==> src/sv/byte_stuffed_reply_deframer_unit_defines.svh <==
// Assertion macros shared by the reply deframer RTL.
`ifndef BYTE_STUFFED_REPLY_DEFRAMER_UNIT_DEFINES_SVH
`define BYTE_STUFFED_REPLY_DEFRAMER_UNIT_DEFINES_SVH

// Same-cycle implication, checked out of reset.
`define BSRD_ASSERT_NOW(lbl, clk, rstn, ante, cons) \
  lbl: assert property (@(posedge clk) disable iff (!rstn) (ante) |-> (cons)) \
    else $error("bsrd check failed");

// Next-cycle implication, checked out of reset.
`define BSRD_ASSERT_NEXT(lbl, clk, rstn, ante, cons) \
  lbl: assert property (@(posedge clk) disable iff (!rstn) (ante) |=> (cons)) \
    else $error("bsrd check failed");

`endif

==> src/sv/bsrd_pkg.sv <==
// Types and constants of the byte stuffed reply deframer.
package bsrd_pkg;

  localparam logic [7:0] MARK_START = 8'hFE;
  localparam logic [7:0] MARK_END   = 8'hFC;
  localparam logic [7:0] STUFF_ZERO = 8'h00;
  localparam logic [7:0] CMD_ANY    = 8'h0A;
  localparam logic [7:0] CMD_READ   = 8'h04;
  localparam logic [7:0] CMD_WRITE  = 8'h06;

  localparam int unsigned MIN_PACKET   = 11;
  localparam int unsigned MARKER_BYTES = 4;
  localparam int unsigned LEN_W        = 10;
  localparam logic [LEN_W-1:0] MIN_BODY  = LEN_W'(MIN_PACKET - MARKER_BYTES);
  localparam logic [LEN_W-1:0] COUNT_MAX = '1;

  // Frame status codes
  localparam logic [2:0] FS_MATCHED       = 3'd0;
  localparam logic [2:0] FS_TOO_SHORT     = 3'd1;
  localparam logic [2:0] FS_ADDR_MISMATCH = 3'd2;
  localparam logic [2:0] FS_BAD_CMD       = 3'd3;
  localparam logic [2:0] FS_WRONG_REG     = 3'd4;

  // Configuration register indexes
  localparam int unsigned CFG_IDX_W = 2;
  localparam logic [CFG_IDX_W-1:0] REG_MASTER_ADDR = 2'd0;
  localparam logic [CFG_IDX_W-1:0] REG_DEVICE_ADDR = 2'd1;
  localparam logic [CFG_IDX_W-1:0] REG_REGISTER    = 2'd2;
  localparam logic [CFG_IDX_W-1:0] REG_CMD_KIND    = 2'd3;
  localparam int unsigned CFG_DATA_W = 16;

  localparam logic CMD_KIND_READ = 1'b0;

  typedef struct packed {
    logic [7:0]  master_address;
    logic [7:0]  device_address;
    logic [15:0] register_address;
    logic        command_kind;
  } bsrd_cfg_t;

  typedef struct packed {
    logic [7:0]       body_byte;
    logic             frame_end;
    logic [2:0]       frame_status;
    logic [15:0]      received_crc;
    logic [LEN_W-1:0] body_length;
  } bsrd_result_t;

  // Up to two results produced by one item
  typedef struct packed {
    logic [1:0]   count;
    bsrd_result_t r0;
    bsrd_result_t r1;
  } bsrd_push_t;

endpackage

==> src/sv/bsrd_intf.sv <==
// Handshake channel interfaces of the reply deframer.
interface bsrd_in_if;
  logic       valid;
  logic       ready;
  logic       restart;
  logic [7:0] rx_byte;
  modport source (output valid, restart, rx_byte, input ready);
  modport sink (input valid, restart, rx_byte, output ready);
endinterface

interface bsrd_out_if;
  logic        valid;
  logic        ready;
  logic [7:0]  body_byte;
  logic        frame_end;
  logic [2:0]  frame_status;
  logic [15:0] received_crc;
  logic [9:0]  body_length;
  modport source (output valid, body_byte, frame_end, frame_status, received_crc,
                  body_length, input ready);
  modport sink (input valid, body_byte, frame_end, frame_status, received_crc,
                body_length, output ready);
endinterface

interface bsrd_cfg_if;
  logic        valid;
  logic        ready;
  logic [1:0]  index;
  logic [15:0] data;
  modport source (output valid, index, data, input ready);
  modport sink (input valid, index, data, output ready);
endinterface

==> src/sv/bsrd_parser.sv <==
// Input register, frame parser state and result formation.
`include "byte_stuffed_reply_deframer_unit_defines.svh"
module bsrd_parser
  import bsrd_pkg::*;
(
  input  logic       clk_i,
  input  logic       rst_ni,
  input  logic       in_valid_i,
  input  logic       restart_i,
  input  logic [7:0] rx_byte_i,
  output logic       in_ready_o,
  input  bsrd_cfg_t  cfg_i,
  input  logic       room_i,
  output bsrd_push_t push_o
);

  localparam logic [1:0] PH_HUNT   = 2'd0;
  localparam logic [1:0] PH_ONE_FE = 2'd1;
  localparam logic [1:0] PH_BODY   = 2'd2;

  typedef struct packed {
    logic [1:0]       phase;
    logic             pending_fc;
    logic             drop_zero;
    logic [LEN_W-1:0] count;
    logic [7:0]       dest;
    logic [7:0]       src;
    logic [7:0]       cmd;
    logic [15:0]      regaddr;
    logic [15:0]      last_two;
  } parse_state_t;

  logic         item_valid_q;
  logic         restart_q;
  logic [7:0]   byte_q;
  logic         fire;
  parse_state_t st_q, st_d;
  bsrd_push_t   push;
  logic         do_plain;

  function automatic parse_state_t emit_body(parse_state_t s, logic [7:0] b);
    parse_state_t n;
    n = s;
    unique case (s.count)
      10'd0:   n.dest = b;
      10'd1:   n.src = b;
      10'd2:   n.cmd = b;
      10'd3:   n.regaddr[7:0] = b;
      10'd4:   n.regaddr[15:8] = b;
      default: ;
    endcase
    if (s.count != COUNT_MAX) n.count = s.count + 1'b1;
    n.last_two = {b, s.last_two[15:8]};
    return n;
  endfunction

  function automatic bsrd_result_t body_result(logic [7:0] b, logic [LEN_W-1:0] len);
    bsrd_result_t r;
    r.body_byte    = b;
    r.frame_end    = 1'b0;
    r.frame_status = FS_MATCHED;
    r.received_crc = '0;
    r.body_length  = len;
    return r;
  endfunction

  function automatic bsrd_result_t close_result(parse_state_t s, bsrd_cfg_t c);
    bsrd_result_t r;
    logic         cmd_ok;
    cmd_ok = (s.cmd == CMD_ANY) ||
             (c.command_kind == CMD_KIND_READ && s.cmd == CMD_READ) ||
             (c.command_kind != CMD_KIND_READ && s.cmd == CMD_WRITE);
    r.body_byte    = '0;
    r.frame_end    = 1'b1;
    r.received_crc = s.last_two;
    r.body_length  = s.count;
    priority if (s.count < MIN_BODY) r.frame_status = FS_TOO_SHORT;
    else if (s.dest != c.master_address || s.src != c.device_address)
      r.frame_status = FS_ADDR_MISMATCH;
    else if (!cmd_ok) r.frame_status = FS_BAD_CMD;
    else if (s.cmd != CMD_ANY && s.regaddr != c.register_address)
      r.frame_status = FS_WRONG_REG;
    else r.frame_status = FS_MATCHED;
    return r;
  endfunction

  assign fire       = item_valid_q && room_i;
  assign in_ready_o = !item_valid_q || fire;

  always_ff @(posedge clk_i or negedge rst_ni) begin
    if (!rst_ni) begin
      item_valid_q <= 1'b0;
    end else if (in_valid_i && in_ready_o) begin
      item_valid_q <= 1'b1;
    end else if (fire) begin
      item_valid_q <= 1'b0;
    end
  end

  always_ff @(posedge clk_i) begin
    if (in_valid_i && in_ready_o) begin
      restart_q <= restart_i;
      byte_q    <= rx_byte_i;
    end
  end

  always_comb begin
    st_d     = st_q;
    push     = '0;
    do_plain = 1'b0;
    if (fire) begin
      if (restart_q) begin
        st_d = '0;
      end else if (st_q.phase != PH_BODY) begin
        if (st_q.phase == PH_ONE_FE) begin
          st_d.phase = (byte_q == MARK_START) ? PH_BODY : PH_HUNT;
        end else begin
          st_d.phase = (byte_q == MARK_START) ? PH_ONE_FE : PH_HUNT;
        end
      end else if (st_q.pending_fc) begin
        st_d.pending_fc = 1'b0;
        if (byte_q == MARK_END) begin
          push.count = 2'd1;
          push.r0    = close_result(st_q, cfg_i);
          st_d       = '0;
        end else begin
          // held FC was data after all
          st_d       = emit_body(st_d, MARK_END);
          push.count = 2'd1;
          push.r0    = body_result(MARK_END, st_d.count);
          do_plain   = (byte_q != STUFF_ZERO);
        end
      end else if (st_q.drop_zero) begin
        st_d.drop_zero = 1'b0;
        do_plain       = (byte_q != STUFF_ZERO);
      end else begin
        do_plain = 1'b1;
      end

      if (do_plain) begin
        if (byte_q == MARK_END) begin
          st_d.pending_fc = 1'b1;
        end else begin
          st_d = emit_body(st_d, byte_q);
          if (push.count == 2'd0) push.r0 = body_result(byte_q, st_d.count);
          else push.r1 = body_result(byte_q, st_d.count);
          push.count = push.count + 2'd1;
          if (byte_q == MARK_START) st_d.drop_zero = 1'b1;
        end
      end
    end
  end

  always_ff @(posedge clk_i or negedge rst_ni) begin
    if (!rst_ni) begin
      st_q <= '0;
    end else begin
      st_q <= st_d;
    end
  end

  assign push_o = push;

  `BSRD_ASSERT_NOW(a_no_push_when_idle, clk_i, rst_ni, !fire, push.count == 2'd0)
  `BSRD_ASSERT_NEXT(a_close_clears, clk_i, rst_ni, fire && push.r0.frame_end && push.count != 2'd0, st_q.phase == PH_HUNT && st_q.count == '0)
  `BSRD_ASSERT_NOW(a_fc_drop_exclusive, clk_i, rst_ni, 1'b1, !(st_q.pending_fc && st_q.drop_zero))

endmodule

==> src/sv/bsrd_result_fifo.sv <==
// Four-entry result queue taking up to two results per cycle.
`include "byte_stuffed_reply_deframer_unit_defines.svh"
module bsrd_result_fifo
  import bsrd_pkg::*;
(
  input  logic         clk_i,
  input  logic         rst_ni,
  input  bsrd_push_t   push_i,
  output logic         room_o,
  output logic         out_valid_o,
  input  logic         out_ready_i,
  output bsrd_result_t out_data_o
);

  localparam int unsigned DEPTH = 4;
  localparam int unsigned PTR_W = $clog2(DEPTH);
  localparam int unsigned CNT_W = PTR_W + 1;

  bsrd_result_t     mem_q [DEPTH];
  logic [PTR_W-1:0] wr_ptr_q, rd_ptr_q;
  logic [CNT_W-1:0] count_q, count_d;
  logic             pop;

  assign pop         = out_valid_o && out_ready_i;
  assign out_valid_o = (count_q != '0);
  assign out_data_o  = mem_q[rd_ptr_q];
  assign room_o      = (count_q <= CNT_W'(DEPTH - 2));
  assign count_d     = count_q + CNT_W'(push_i.count) - CNT_W'(pop);

  always_ff @(posedge clk_i) begin
    if (push_i.count != 2'd0) mem_q[wr_ptr_q] <= push_i.r0;
    if (push_i.count == 2'd2) mem_q[wr_ptr_q + 1'b1] <= push_i.r1;
  end

  always_ff @(posedge clk_i or negedge rst_ni) begin
    if (!rst_ni) begin
      wr_ptr_q <= '0;
      rd_ptr_q <= '0;
      count_q  <= '0;
    end else begin
      wr_ptr_q <= wr_ptr_q + PTR_W'(push_i.count);
      if (pop) rd_ptr_q <= rd_ptr_q + 1'b1;
      count_q <= count_d;
    end
  end

  `BSRD_ASSERT_NOW(a_count_bound, clk_i, rst_ni, 1'b1, count_q <= CNT_W'(DEPTH))
  `BSRD_ASSERT_NOW(a_push_needs_room, clk_i, rst_ni, push_i.count != 2'd0, room_o)
  `BSRD_ASSERT_NEXT(a_pop_only_drains, clk_i, rst_ni, pop && push_i.count == 2'd0, count_q == $past(count_q) - 1'b1)

endmodule

==> src/sv/byte_stuffed_reply_deframer_unit.sv <==
// Top level of the byte stuffed reply deframer.
//
//  channel    role    payload
//  item_i     sink    restart, rx_byte (raw stuffed byte)
//  result_o   source  body_byte, frame_end, frame_status, received_crc, body_length
//  cfg_i      sink    index (register), data
//
// An item makes zero, one or two results; the input register holds while the result
// queue has fewer than two free entries. Otherwise one item per cycle is accepted.
// An item is captured in the input register; its results go into the queue once the
// queue has room. Results drain one per cycle while result_o is ready.
// Reset clears parser state, queue pointers and all configuration registers.
module byte_stuffed_reply_deframer_unit
  import bsrd_pkg::*;
(
  input  logic   clk_i,
  input  logic   rst_ni,
  bsrd_in_if.sink     item_i,
  bsrd_out_if.source  result_o,
  bsrd_cfg_if.sink    cfg_i
);

  bsrd_cfg_t    cfg_q;
  bsrd_push_t   push;
  logic         room;
  bsrd_result_t out_data;

  assign cfg_i.ready = 1'b1;

  always_ff @(posedge clk_i or negedge rst_ni) begin
    if (!rst_ni) begin
      cfg_q <= '0;
    end else if (cfg_i.valid && cfg_i.ready) begin
      unique case (cfg_i.index)
        REG_MASTER_ADDR: cfg_q.master_address   <= cfg_i.data[7:0];
        REG_DEVICE_ADDR: cfg_q.device_address   <= cfg_i.data[7:0];
        REG_REGISTER:    cfg_q.register_address <= cfg_i.data;
        REG_CMD_KIND:    cfg_q.command_kind     <= cfg_i.data[0];
        default: ;
      endcase
    end
  end

  bsrd_parser u_parser (
    .clk_i      (clk_i),
    .rst_ni     (rst_ni),
    .in_valid_i (item_i.valid),
    .restart_i  (item_i.restart),
    .rx_byte_i  (item_i.rx_byte),
    .in_ready_o (item_i.ready),
    .cfg_i      (cfg_q),
    .room_i     (room),
    .push_o     (push)
  );

  bsrd_result_fifo u_fifo (
    .clk_i       (clk_i),
    .rst_ni      (rst_ni),
    .push_i      (push),
    .room_o      (room),
    .out_valid_o (result_o.valid),
    .out_ready_i (result_o.ready),
    .out_data_o  (out_data)
  );

  assign result_o.body_byte    = out_data.body_byte;
  assign result_o.frame_end    = out_data.frame_end;
  assign result_o.frame_status = out_data.frame_status;
  assign result_o.received_crc = out_data.received_crc;
  assign result_o.body_length  = out_data.body_length;

endmodule

==> src/flat_wrapper.sv <==
// flat-port wrapper written by rule: the top's interface ports become plain ports
module byte_stuffed_reply_deframer_unit_flat import bsrd_pkg::*;
  (clk_i, rst_ni, item_i_valid, item_i_restart, item_i_rx_byte, item_i_ready, result_o_valid, result_o_body_byte, result_o_frame_end, result_o_frame_status, result_o_received_crc, result_o_body_length, result_o_ready, cfg_i_valid, cfg_i_index, cfg_i_data, cfg_i_ready);
  bsrd_in_if item_i_i ();
  bsrd_out_if result_o_i ();
  bsrd_cfg_if cfg_i_i ();
  input  logic clk_i;
  input  logic rst_ni;
  input wire logic [$bits(item_i_i.valid)-1:0] item_i_valid;
  input wire logic [$bits(item_i_i.restart)-1:0] item_i_restart;
  input wire logic [$bits(item_i_i.rx_byte)-1:0] item_i_rx_byte;
  output wire logic [$bits(item_i_i.ready)-1:0] item_i_ready;
  output wire logic [$bits(result_o_i.valid)-1:0] result_o_valid;
  output wire logic [$bits(result_o_i.body_byte)-1:0] result_o_body_byte;
  output wire logic [$bits(result_o_i.frame_end)-1:0] result_o_frame_end;
  output wire logic [$bits(result_o_i.frame_status)-1:0] result_o_frame_status;
  output wire logic [$bits(result_o_i.received_crc)-1:0] result_o_received_crc;
  output wire logic [$bits(result_o_i.body_length)-1:0] result_o_body_length;
  input wire logic [$bits(result_o_i.ready)-1:0] result_o_ready;
  input wire logic [$bits(cfg_i_i.valid)-1:0] cfg_i_valid;
  input wire logic [$bits(cfg_i_i.index)-1:0] cfg_i_index;
  input wire logic [$bits(cfg_i_i.data)-1:0] cfg_i_data;
  output wire logic [$bits(cfg_i_i.ready)-1:0] cfg_i_ready;
  assign item_i_i.valid = item_i_valid;
  assign item_i_i.restart = item_i_restart;
  assign item_i_i.rx_byte = item_i_rx_byte;
  assign item_i_ready = item_i_i.ready;
  assign result_o_valid = result_o_i.valid;
  assign result_o_body_byte = result_o_i.body_byte;
  assign result_o_frame_end = result_o_i.frame_end;
  assign result_o_frame_status = result_o_i.frame_status;
  assign result_o_received_crc = result_o_i.received_crc;
  assign result_o_body_length = result_o_i.body_length;
  assign result_o_i.ready = result_o_ready;
  assign cfg_i_i.valid = cfg_i_valid;
  assign cfg_i_i.index = cfg_i_index;
  assign cfg_i_i.data = cfg_i_data;
  assign cfg_i_ready = cfg_i_i.ready;
  byte_stuffed_reply_deframer_unit u_core (.clk_i(clk_i), .rst_ni(rst_ni), .item_i(item_i_i), .result_o(result_o_i), .cfg_i(cfg_i_i));
endmodule
==> config.mk <==
export PLATFORM = sky130hd
export DESIGN_NAME = byte_stuffed_reply_deframer_unit_flat
export DESIGN_NICKNAME = d
export VERILOG_FILES = /design/src/sv/bsrd_pkg.sv /design/src/sv/bsrd_intf.sv /design/src/sv/bsrd_parser.sv /design/src/sv/bsrd_result_fifo.sv /design/src/sv/byte_stuffed_reply_deframer_unit.sv /design/src/flat_wrapper.sv
export VERILOG_INCLUDE_DIRS = /design/src /design/src/sv
export SDC_FILE = /design/constraint.sdc
export NUM_CORES = 1
export LEC_CHECK = 0
export ABC_AREA = 1
export BUFFER_PORTS_ARGS = -buffer_cell sky130_fd_sc_hd__buf_2
export CAP_MARGIN = 10
export CORE_MARGIN = 4
export CORE_UTILIZATION = 50
export CTS_CLUSTER_DIAMETER = 30
export DETAILED_ROUTE_END_ITERATION = 6
export PLACE_DENSITY = 0.7
export SYNTH_ARGS = -nofsm -noshare
export SYNTH_HDL_FRONTEND = slang
export SYNTH_HIERARCHICAL = 1
export SYNTH_SLANG_ARGS = --single-unit
==> constraint.sdc <==
create_clock -name clk_i -period 13.45 [get_ports clk_i]
set_input_delay 1.345 -clock clk_i [delete_from_list [all_inputs] [get_ports clk_i]]
set_output_delay 1.345 -clock clk_i [all_outputs]
set_load 0.01 [all_outputs]
Word-level counts from Yosys, hierarchy flattened
Memories as Yosys holds them, arrays and structs flattened.
Index checks and enable logic that the tools add are counted.
{ "totals": {"regBits": 120, "latch_bits": 0, "mem_bits_rw": 152, "rom_bits": 0, "input_bits": 32, "output_inout_bits": 41, "wordCells": 132, "mem_count": 1} }
{ "op_classes": {"addsub": 8, "mul": 0, "n_div": 0, "n_lt_le_gt_ge": 2, "n_eq_ne": 25, "n_shift": 0, "n_mux": 53, "bitwise": 1, "reduce_logical": 23} }
{ "memory_table": {"columns": ["name", "depth", "width", "read_ports", "rd_clocked_by_memory_dff", "write_ports", "line_no", "source"], "rows": [
  ["u_core.u_fifo.mem_q", 4, 38, 1, 0, 2, "bsrd_result_fifo.sv:19", "bsrd_result_t mem_q [DEPTH];"]
]} }
{ "ops": {"columns": ["operator", "n"], "rows": [
  ["$mux W78", 3],
  ["$mux W70", 3],
  ["$mux W68", 2],
  ["$mux W39", 3],
  ["$mux W38", 3],
  ["$mux W8", 10],
  ["$mux W67", 1],
  ["$mux W66", 1],
  ["$eq A10 B2 Y1 const B", 4],
  ["$mux W40", 1],
  ["$add A10 B1 Y10 const B", 2],
  ["$eq A10 B1 Y1 const B", 2],
  ["$eq A10 B3 Y1 const B", 2],
  ["$logic_not A10 Y1", 2],
  ["$mux W10", 2],
  ["$ne A10 B10 Y1 const B", 2],
  ["$eq A8 B3 Y1 const B", 2],
  ["$eq A8 B8 Y1 const B", 2],
  ["$mux W1", 16],
  ["$ne A16 B16 Y1", 1],
  ["$ne A8 B8 Y1", 2],
  ["$mux W3", 5],
  ["$lt A10 B3 Y1 const B", 1],
  ["$eq A8 B4 Y1 const B", 1],
  ["19 further kinds", 39]
]} }

Longest topological paths before layout
Gate-level depths: netlist of the first run.
{ "depth": {"ltp_word": 20, "ltp_mapped": 19} }

Modules after synthesis
The synthesis of the first run kept the hierarchy.
{ "modules_own_cells": {"columns": ["mod", "instances", "cells_per_inst", "area_per_inst_um2"], "rows": [
  ["bsrd_result_fifo", 1, 1050, 8460.6],
  ["bsrd_parser", 1, 987, 6605.1],
  ["byte_stuffed_reply_deframer_unit", 1, 150, 1396.3]
]} }

Least setup slack after synthesis of the first run
No wires, ideal clock.
{ "synth_timing": {"path_kind": "reg2reg", "startpoint": "register u_core.u_parser.byte_q[0]", "endpoint": "memory u_core/u_fifo/mem_q[3][0] (netlist bit) (enable)", "setup_ns": 0.486, "arrival_ns": 4.912, "required_time_ns": 12.964, "path_slack_ns": 8.052, "path_stages_with_launch": 14, "path_buffers": 2, "cell_sequence": "edfxtp_1 > inv_2 > nand2_1 > nor2_1 > nand2_2 > buf_6 > inv_6 > nand2_2 > nand3_2 > clkbuf_1 > nor2_1 > a211oi_1 > nor2_1 > o21ai_0"} }
{ "synth_rtl": {"columns": ["element", "line_no", "source"], "rows": [
  ["start, declared", "bsrd_parser.sv:35", "logic [7:0] byte_q;"],
  ["start signal, assigned", "bsrd_parser.sv:103", "byte_q <= rx_byte_i;"],
  ["end, declared", "bsrd_result_fifo.sv:19", null]
]} }

==> results of run 1 <==
==> Yosys cell counts (28+ instances only) <==
library cell | count | area, um2
nand4_1 | 56 | 350
dfrtp_1 | 111 | 2780
buf_4 | 32 | 240
edfxtp_1 | 161 | 4830
o21ai_0 | 140 | 701
nand2_1 | 809 | 3040
nand3_1 | 220 | 1100
clkbuf_1 | 52 | 195
inv_1 | 147 | 552
buf_2 | 38 | 190
a21oi_1 | 28 | 140
nor2_1 | 194 | 728
==> per-layer routing <==
metal	vias up	track usage, %	part of all wire (%)
met5	-	0	0
met4	0	10.1	3.4
met3	144	4.76	8.3
met2	741	44.5	46
met1	7137	37.8	42
li1	7237	-	-
==> power by group through the flow <==
stage                     clock (mW)  combinational, mW  sequential (mW)
after floorplan                    0              0.521            0.961
after global placement             0              0.743            0.977
after detailed placement           0              0.756            0.980
after CTS                       1.62              0.761            0.966
after global routing            1.67              0.847            0.972
final                           1.61              0.760            0.967
==> cell type report <==
cell class | instances | area [um2]
well taps | 442 | 553
flip-flops and latches | 272 | 7610
repair buffers | 88 | 485
clock inverters | 43 | 541
inverters | 165 | 624
clock buffers | 78 | 1740
multi-input cells | 1636 | 7620
fillers | 2957 | 13400
==> worst max path at each step <==
stage,from,end,slack [ps],cells past startpoint
after detailed placement,u_core/u_parser/byte_q[4],u_core/u_fifo/mem_q[1][21],7910,15
after floorplan,u_core/u_parser/byte_q[0],u_core/u_fifo/mem_q[3][0],8050,13
after global placement,u_core/u_parser/byte_q[4],u_core/u_fifo/mem_q[1][25],8160,15
after global routing,u_core/u_parser/byte_q[0],u_core/u_fifo/mem_q[1][12],7400,16
after CTS,u_core/u_parser/byte_q[4],u_core/u_fifo/mem_q[1][14],7890,15
final,u_core/u_parser/byte_q[4],u_core/u_fifo/mem_q[1][35],7760,15
==> through the flow <==
stage	worst slack, ps	util, %	cell area [um2]	hold WS (ps)	instances
after global routing	7400	58.9	19200	516	2724
after global placement	8160	51.9	16900	468	2603
after CTS	7890	58.9	19200	476	2724
final	7760	58.9	19200	474	2724
after floorplan	8050	-	16500	442	2206
after detailed placement	7910	51.9	16900	465	2603
==> registers in the layout, indices dropped and copies added (netlist names) <==
name,count
u_core/u_parser/st_q,70
u_core/u_parser/item_valid_q,1
u_core/u_fifo/count_q,3
u_core/u_fifo/mem_q,152
u_core/u_fifo/wr_ptr_q,2
u_core/u_fifo/rd_ptr_q,2
u_core/cfg_q,33
u_core/u_parser/restart_q,1
u_core/u_parser/byte_q,8
==> cells by family after synthesis <==
kind of cell    Yosys count
buf+inv                 298
fa+ha+maj                14
simple gates           1348
flops                   272
compound gates          225
xor+xnor                 28
other cells               2
==> cells in the final DEF (no fill, tap or decap), types with 8 or more instances in the layout <==
master and count:
a21oi_1 28, buf_2 70, buf_4 18, bufinv_16 8
clkbuf_1 8, clkbuf_16 66, clkinvlp_4 11, conb_1 21
dfrtp_1 110, edfxtp_1 161, ha_1 13, inv_1 146
inv_2 16, nand2_1 806, nand2_2 18, nand3_1 220
nand4_1 56, nor2_1 192, nor2_2 8, nor2_4 12
nor3_1 11, o21ai_0 139, o21ai_1 8, o221ai_1 11
o22ai_1 13, xnor2_1 12, xor2_1 16
==> worst min-delay path: stages, from the launching register on <==
cell and delay (ps):
dfrtp_1 340, nand2_1 50, nand2_1 50
==> impl_table.tex, run 1 <==
\begin{tabular}{lr}
\hline
Metric & Value \\
\hline
\multicolumn{2}{l}{\textbf{Worst hold path}} \\
\quad Path category of the worst min-delay check & flop to flop \\
\quad Hold\_sp & u\_core/cfg\_q[12] \\
\quad Hold EP & u\_core/cfg\_q[12] \\
\quad Worst Hold Path Cells & 2 \\
\multicolumn{2}{l}{\textbf{Status}} \\
\quad Run status & finished, violations left \\
\quad Failing checks & DRC \\
\multicolumn{2}{l}{\textbf{Timing}} \\
\quad Max-slew violations & 0 \\
\quad Worst-margin pin slew & 1120 ps \\
\quad Highest achievable clock rate & 176 MHz \\
\quad Total of endpoints with negative setup slack in the final report & 0 \\
\quad Fin. Hold Viols & 0 \\
\quad Clock Skew & 34.3 ps \\
\quad Share of the clock period used by the worst path after layout & 42.3\% \\
\quad Setup repair after global routing missed its margin & no \\
\quad Tmin final & 5690 ps \\
\quad Slew margin rel. & 25.1\% \\
\quad Accumulated negative setup slack & 0 ps \\
\multicolumn{2}{l}{\textbf{Synth}} \\
\quad Post-Synth Adder-Cell Area & 1.11\% \\
\quad Synth Area in XOR/XNOR & 1.49\% \\
\quad Proportion of register bits with asynchronous set or reset after synthesis & 40.8\% \\
\quad EDFF count, synth & 161 \\
\quad Synthesized netlist cell count & 2187 \\
\quad Area fraction in compound gates after synthesis & 7.62\% \\
\quad Predominant post-synthesis flop cell & edfxtp\_1 \\
\quad Mux cell area share after synthesis & 0\% \\
\quad Cell area after technology mapping & 0.0165 mm2 \\
\quad Largest family of logic cells by synthesized area & simple AND/OR/NAND/NOR gates \\
\quad Count of yosys warnings during synthesis & 6 \\
\quad Synthesized flop and latch total & 272 \\
\quad Post-Synth Simple-Gate Area & 35.4\% \\
\quad Fraction of the yosys area taken by sequential cells & 46.2\% \\
\quad Synthesized area per cell & 7.53 um2 \\
\quad Number of unique standard cell types used by synthesis & 47 \\
\multicolumn{2}{l}{\textbf{CTS}} \\
\quad Count of cells resized by post-cts repair & 0 \\
\quad TritonCTS clock tree & yes \\
\quad CTS Hold Bufs & 0 \\
\quad Number of levels in the clock H-tree & 3 \\
\quad Post-CTS setup buffers & 0 \\
\quad Buffer cell driving the clock tree root & clkbuf\_16 \\
\quad Maximum count of clock buffers along a single path & 3 \\
\quad Sink Count & 272 \\
\quad Cts bufs inserted & 66 \\
\quad Later-pin clock latency in the skew report & 560 ps \\
\quad Clock Pin Slew Worst Setup and Hold Paths & 50 ps \\
\multicolumn{2}{l}{\textbf{Route}} \\
\quad Via total after detailed routing & 15300 \\
\quad Post-detailed-route wirelength per cell & 18.3 um \\
\quad Total wire length after detailed routing & 49.8 mm \\
\quad DRC & 28 \\
\quad DRC violation total after the first TritonRoute iteration & 1664 \\
\quad Vias per cell & 5.60 \\
\quad Router iterations before antenna repair & 7 \\
\quad Residual antenna-violating net count after detailed routing & 0 \\
\multicolumn{2}{l}{\textbf{Die}} \\
\quad DIE HEIGHT & 189 um \\
\quad Die area & 0.0359 mm2 \\
\quad Die width & 189 um \\
\quad Initial Util & 50.6\% \\
\quad Ports placed on the boundary & 73 \\
\quad Placeable core region & 0.0325 mm2 \\
\quad Placement Rows & 66 \\
\multicolumn{2}{l}{\textbf{Setup path}} \\
\quad Top cell by count, worst path & nand2\_1 \\
\quad Largest driver fanout on the critical path & 60 \\
\quad Startpoint Class & flop \\
\quad Critical path capture point type & flop \\
\quad Count of buffer and inverter cells on the critical path & 5 \\
\quad Worst r2r src & u\_core/u\_parser/byte\_q[4] \\
\quad CP arrival & 5840 ps \\
\quad Slack of the worst reg-to-reg path & 7760 ps \\
\quad Req. time, crit path & 13610 ps \\
\quad Peak per-stage delay on the critical path & 840 ps \\
\quad Series of cell instances along the critical path & nand2\_1 -> nor2\_2 -> nand2\_2 -> inv\_6 -> nand2\_2 -> nand3\_2 -> inv\_2 -> nand2\_1 -> nor2\_1 -> nand2\_1 -> inv\_2 -> buf\_4 -> nand2\_1 -> buf\_4 -> nand2\_2 \\
\quad Cell type of the slowest stage on the worst timing path & nand2\_1 \\
\quad Worst reg-to-reg path cell count & 15 \\
\quad Worst setup path category & flop to flop \\
\quad FF-to-FF End & u\_core/u\_fifo/mem\_q[1][35] \\
\quad CP top delay family & simple AND/OR/NAND/NOR gates \\
\multicolumn{2}{l}{\textbf{Global routing}} \\
\quad Antenna violations before repair & 0 \\
\quad Total congestion overflow & 0 \\
\quad Global-route wire length before repair & 79.7 mm \\
\quad Maximum number of pins on one net before global-route repair & 118 \\
\quad Number of global-route vias before repair & 14700 \\
\quad Total Routing Usage GR & 27.6\% \\
\multicolumn{2}{l}{\textbf{Power}} \\
\quad Total power consumption of the routed design & 3.33 mW \\
\quad Proportion of total power due to net switching & 33.1\% \\
\quad Largest vdd supply drop & 206 uV \\
\quad Fraction of power consumed by combinational cells & 22.8\% \\
\quad Areal power density over the cells & 174 mW/mm2 \\
\quad Net switching power & 1.10 mW \\
\quad Power share of the clock group & 48.2\% \\
\quad Flop pwr share & 29.0\% \\
\quad Internal Dissipation & 2.23 mW \\
\quad Leakage power of the design & 8.91 nW \\
\multicolumn{2}{l}{\textbf{Placed design}} \\
\quad Gpl congestion & 0.992 \\
\quad \# port buffers & 71 \\
\quad Detailed-placement wirelength estimate & 33.1 mm \\
\multicolumn{2}{l}{\textbf{Finish}} \\
\quad Number of nets at the end of the flow & 2275 \\
\quad Ant diodes & 0 \\
\quad Fraction of layout instances using a drive strength above 1 & 12.0\% \\
\quad Area delta synth->final & 16.4\% \\
\multicolumn{2}{l}{\textbf{Job}} \\
\quad Number of max-cap violations & 0 \\
\hline
\end{tabular}
Note: power is estimated with default switching activity, not from simulation.
==> run 2: changes to the inputs <==
ABC_AREA = 0   (was 1)
clock period = 5.25 ns   (was 13.45 ns; I/O delays follow)
==> run 2 against run 1 <==
Compared with the run above:
- the flow now finishes without violations
- cell count is 37% lower
- global-route usage is 4.3 points lower
- synthesized cell count is 45% lower
- combinational power is 57% higher
- register-to-register slack worse by 6900 ps
- via count is 32% lower
- flip-flop and latch count stayed put
- sequential share of layout area is 3.9 points higher
- setup slack worse by 6900 ps
- area after synthesis is 8.7% lower
- non-clock buffer count is 9 higher
- final area is 8.9% lower
- critical path type unchanged
- largest cell class is now sequential cells
- largest power group unchanged
==> impl_table.tex, run 2 <==
\begin{tabular}{lr}
\hline
Metric & Value \\
\hline
\multicolumn{2}{l}{\textbf{Power}} \\
\quad Total power consumption of the routed design & 7.09 mW (was 3.33 mW) \\
\quad Power share of the clock group & 47.4\% (was 48.2\%) \\
\quad Fraction of power consumed by combinational cells & 16.7\% (was 22.8\%) \\
\quad Largest vdd supply drop & 279 uV (was 206 uV) \\
\quad Leakage power of the design & 7.10 nW (was 8.91 nW) \\
\quad Internal Dissipation & 5.11 mW (was 2.23 mW) \\
\quad Flop pwr share & 35.9\% (was 29.0\%) \\
\quad Proportion of total power due to net switching & 27.9\% (was 33.1\%) \\
\quad Areal power density over the cells & 406 mW/mm2 (was 174 mW/mm2) \\
\quad Net switching power & 1.98 mW (was 1.10 mW) \\
\multicolumn{2}{l}{\textbf{Route}} \\
\quad Post-detailed-route wirelength per cell & 22.4 um (was 18.3 um) \\
\quad DRC & 0 (was 28) \\
\quad Total wire length after detailed routing & 38.2 mm (was 49.8 mm) \\
\quad DRC violation total after the first TritonRoute iteration & 927 (was 1664) \\
\quad Residual antenna-violating net count after detailed routing & 0 (unchanged) \\
\quad Via total after detailed routing & 10300 (was 15300) \\
\quad Router iterations before antenna repair & 7 (unchanged) \\
\quad Vias per cell & 6.07 (was 5.60) \\
\multicolumn{2}{l}{\textbf{Finish}} \\
\quad Post-Layout Inst Area & 0.0175 mm2 (was 0.0192 mm2) \\
\quad Area delta synth->final & 16.3\% (was 16.4\%) \\
\quad Most common cell after layout, fill and taps aside & edfxtp\_1 (was nand2\_1) \\
\quad Ant diodes & 0 (unchanged) \\
\quad Top register by number of flip-flops & u\_core/u\_fifo/mem\_q (unchanged) \\
\quad Commonest cells after routing, fill and taps aside & edfxtp\_1 (161), mux2\_2 (143), dfrtp\_1 (110) (was nand2\_1 (806), nand3\_1 (220), nor2\_1 (192)) \\
\quad Top Registers & u\_core/u\_fifo/mem\_q x152, u\_core/u\_parser/st\_q x70, u\_core/cfg\_q x33 (unchanged) \\
\quad Number of nets at the end of the flow & 1320 (was 2275) \\
\quad Max reg flops & 152 (unchanged) \\
\quad Post-Layout Cell Count & 1705 (was 2724) \\
\quad Filler Cells Inserted & 2382 (was 2957) \\
\quad Fraction of layout instances using a drive strength above 1 & 31.2\% (was 12.0\%) \\
\multicolumn{2}{l}{\textbf{CTS}} \\
\quad Count of cells resized by post-cts repair & 0 (unchanged) \\
\quad Post-CTS setup buffers & 0 (unchanged) \\
\quad CTS Hold Bufs & 0 (unchanged) \\
\quad Number of levels in the clock H-tree & 2 (was 3) \\
\quad Maximum count of clock buffers along a single path & 3 (unchanged) \\
\quad TritonCTS clock tree & yes (unchanged) \\
\quad Buffer cell driving the clock tree root & clkbuf\_16 (unchanged) \\
\quad Clock Pin Slew Worst Setup and Hold Paths & 50 ps (about the same) \\
\quad Later-pin clock latency in the skew report & 560 ps (about the same) \\
\quad Sink Count & 272 (unchanged) \\
\quad Cts bufs inserted & 53 (was 66) \\
\multicolumn{2}{l}{\textbf{Global routing}} \\
\quad Global-route wire length before repair & 61.6 mm (was 79.7 mm) \\
\quad Total congestion overflow & 0 (unchanged) \\
\quad Maximum number of pins on one net before global-route repair & 60 (was 118) \\
\quad Total Routing Usage GR & 23.3\% (was 27.6\%) \\
\quad Number of global-route vias before repair & 10800 (was 14700) \\
\quad Antenna violations before repair & 0 (unchanged) \\
\multicolumn{2}{l}{\textbf{Synth}} \\
\quad Synthesized area per cell & 12.6 um2 (was 7.53 um2) \\
\quad Count of yosys warnings during synthesis & 6 (unchanged) \\
\quad EDFF count, synth & 161 (unchanged) \\
\quad Number of unique standard cell types used by synthesis & 82 (was 47) \\
\quad Post-Synth Adder-Cell Area & 1.22\% (was 1.11\%) \\
\quad Synth Area in XOR/XNOR & 3.32\% (was 1.49\%) \\
\quad Cell area after technology mapping & 0.0150 mm2 (was 0.0165 mm2) \\
\quad Largest area contributor in the synthesized netlist & edfxtp\_1 (unchanged) \\
\quad Proportion of register bits with asynchronous set or reset after synthesis & 40.8\% (unchanged) \\
\quad Leading cell types by total area after synthesis & edfxtp\_1 (32\%), dfrtp\_1 (18\%), mux2\_2 (11\%), mux4\_2 (5.7\%), mux2\_4 (2.9\%) (was edfxtp\_1 (29\%), nand2\_1 (18\%), dfrtp\_1 (17\%), nand3\_1 (6.7\%), nor2\_1 (4.4\%)) \\
\quad Predominant post-synthesis flop cell & edfxtp\_1 (unchanged) \\
\quad Leading cell types by count after synthesis & edfxtp\_1 (161), mux2\_2 (143), dfrtp\_1 (111) (was nand2\_1 (809), nand3\_1 (220), nor2\_1 (194)) \\
\quad Synth top area share & 32.2\% (was 29.4\%) \\
\quad Largest family of logic cells by synthesized area & multiplexers (was simple AND/OR/NAND/NOR gates) \\
\quad Most repeated cell in the gate-level netlist after synthesis & edfxtp\_1 (was nand2\_1) \\
\quad Fraction of the yosys area taken by sequential cells & 50.7\% (was 46.2\%) \\
\quad Mux cell area share after synthesis & 20.9\% (was 0\%) \\
\quad Synthesized flop and latch total & 272 (unchanged) \\
\quad Synthesized netlist cell count & 1194 (was 2187) \\
\quad Area fraction in compound gates after synthesis & 9.30\% (was 7.62\%) \\
\quad Post-Synth Simple-Gate Area & 10.3\% (was 35.4\%) \\
\multicolumn{2}{l}{\textbf{Die}} \\
\quad Die width & 181 um (was 189 um) \\
\quad Placeable core region & 0.0296 mm2 (was 0.0325 mm2) \\
\quad Die area & 0.0329 mm2 (was 0.0359 mm2) \\
\quad DIE HEIGHT & 181 um (was 189 um) \\
\quad Ports placed on the boundary & 73 (unchanged) \\
\quad Placement Rows & 63 (was 66) \\
\quad Initial Util & 50.7\% (was 50.6\%) \\
\multicolumn{2}{l}{\textbf{Placed design}} \\
\quad Instance area after placement & 0.0157 mm2 (was 0.0169 mm2) \\
\quad Detailed-placement wirelength estimate & 25.0 mm (was 33.1 mm) \\
\quad Worst setup timing slack at the placement stage & 875 ps (was 7910 ps) \\
\quad \# port buffers & 71 (unchanged) \\
\quad Gpl congestion & 0.911 (was 0.992) \\
\quad Placed cell count & 1609 (was 2603) \\
\multicolumn{2}{l}{\textbf{Setup path}} \\
\quad Critical path capture point type & flop (unchanged) \\
\quad CP arrival & 4650 ps (was 5840 ps) \\
\quad Worst reg-to-reg path cell count & 10 (was 15) \\
\quad Peak per-stage delay on the critical path & 860 ps (was 840 ps) \\
\quad Count of buffer and inverter cells on the critical path & 2 (was 5) \\
\quad Startpoint Class & flop (unchanged) \\
\quad Stages on the worst setup path & 10 (was 15) \\
\quad CP top delay family & compound AO/OA/AOI/OAI gates (was simple AND/OR/NAND/NOR gates) \\
\quad Cell type of the slowest stage on the worst timing path & o21ai\_4 (was nand2\_1) \\
\quad Worst setup path category & flop to flop (unchanged) \\
\quad Series of cell instances along the critical path & or4\_1 -> o31ai\_1 -> buf\_4 -> a21oi\_1 -> nor2\_1 -> a21oi\_1 -> nor2\_1 -> o21bai\_1 -> o21ai\_4 -> buf\_4 (was nand2\_1 -> nor2\_2 -> nand2\_2 -> inv\_6 -> nand2\_2 -> nand3\_2 -> inv\_2 -> nand2\_1 -> nor2\_1 -> nand2\_1 -> inv\_2 -> buf\_4 -> nand2\_1 -> buf\_4 -> nand2\_2) \\
\quad Req. time, crit path & 5490 ps (was 13610 ps) \\
\quad Largest driver fanout on the critical path & 25 (was 60) \\
\multicolumn{2}{l}{\textbf{Timing}} \\
\quad Worst-margin pin slew & 1050 ps (was 1120 ps) \\
\quad Fin. Hold Viols & 0 (unchanged) \\
\quad Tmin final & 4400 ps (was 5690 ps) \\
\quad Highest achievable clock rate & 227 MHz (was 176 MHz) \\
\quad Slew margin rel. & 30.1\% (was 25.1\%) \\
\quad Total of endpoints with negative setup slack in the final report & 0 (unchanged) \\
\quad Slack of the critical path & 847 ps (was 7760 ps) \\
\quad Max-slew violations & 0 (unchanged) \\
\quad Setup repair after global routing missed its margin & no (unchanged) \\
\quad Share of the clock period used by the worst path after layout & 83.9\% (was 42.3\%) \\
\quad Clock Skew & 19.9 ps (was 34.3 ps) \\
\quad Accumulated negative setup slack & 0 ps (unchanged) \\
\multicolumn{2}{l}{\textbf{Status}} \\
\quad Run status & finished, final reports clean (was finished, violations left) \\
\multicolumn{2}{l}{\textbf{Worst hold path}} \\
\quad Path category of the worst min-delay check & input port to asynchronous set/reset pin (was flop to flop) \\
\multicolumn{2}{l}{\textbf{Job}} \\
\quad Number of max-cap violations & 0 (unchanged) \\
\hline
\end{tabular}
[run 2: worst paths after layout]
kind                                              to                 startpoint  slack [ps]
setup / recovery           u_core/u_fifo/mem_q[0][3]  u_core/u_parser/byte_q[2]         850
hold / removal                      u_core/cfg_q[10]                     rst_ni          50
setup reg to reg           u_core/u_fifo/mem_q[0][3]  u_core/u_parser/byte_q[2]         850
hold reg to reg              u_core/u_parser/st_q[5]    u_core/u_parser/st_q[5]         500
max in group asynchronous  u_core/u_fifo/rd_ptr_q[0]                     rst_ni        3930
min in group clk_i         u_core/u_parser/byte_q[5]          item_i_rx_byte[5]         150
[run 2: kinds of logic after synthesis]
family / Yosys count
DFF: 272
other: 2
xor gates and xnor gates: 57
adders and majority gates: 14
buffers and inverters: 118
muxes: 232
AOI/OAI and AO/OA: 205
and+or+nand+nor: 294
[run 2: final cells by class]
type | instances | area [um2] | share of cell area, %
inverter | 27 | 101 | 0.580
sequential | 272 | 7610 | 43.6
tap | 390 | 488 | 2.79
multi-input combinational | 823 | 6880 | 39.4
clock buffer | 65 | 1430 | 8.21
clock inverter | 31 | 375 | 2.15
timing repair buffer | 97 | 578 | 3.31
[run 2: power groups by stage]
stage               combinational [mW]  clock (mW)  sequential [mW]
floorplan                        0.896           0             2.46
global placement                  1.17           0             2.57
detailed placement                1.18           0             2.58
CTS                               1.19        3.41             2.54
global route                      1.30        3.52             2.56
finish                            1.19        3.36             2.54
[run 2: per-stage QoR]
| stage | hold WS [ps] | utilization (%) |
|---|---|---|
| CTS | 75.4 | 58.9 |
| floorplan | 229 | - |
| global route | 116 | 58.9 |
| finish | 49.7 | 58.9 |
| detailed placement | 489 | 52.8 |
| global placement | 482 | 52.8 |
[run 2: metal layers]
metal  share of wire, %  global-route usage, %  vias up
met3                6.1                   3.34       88
met4                2.8                   7.51        0
li1                   -                      -     4687
met1                 42                   31.3     5170
met2                 50                   39.3      400
met5                  0                      0        -
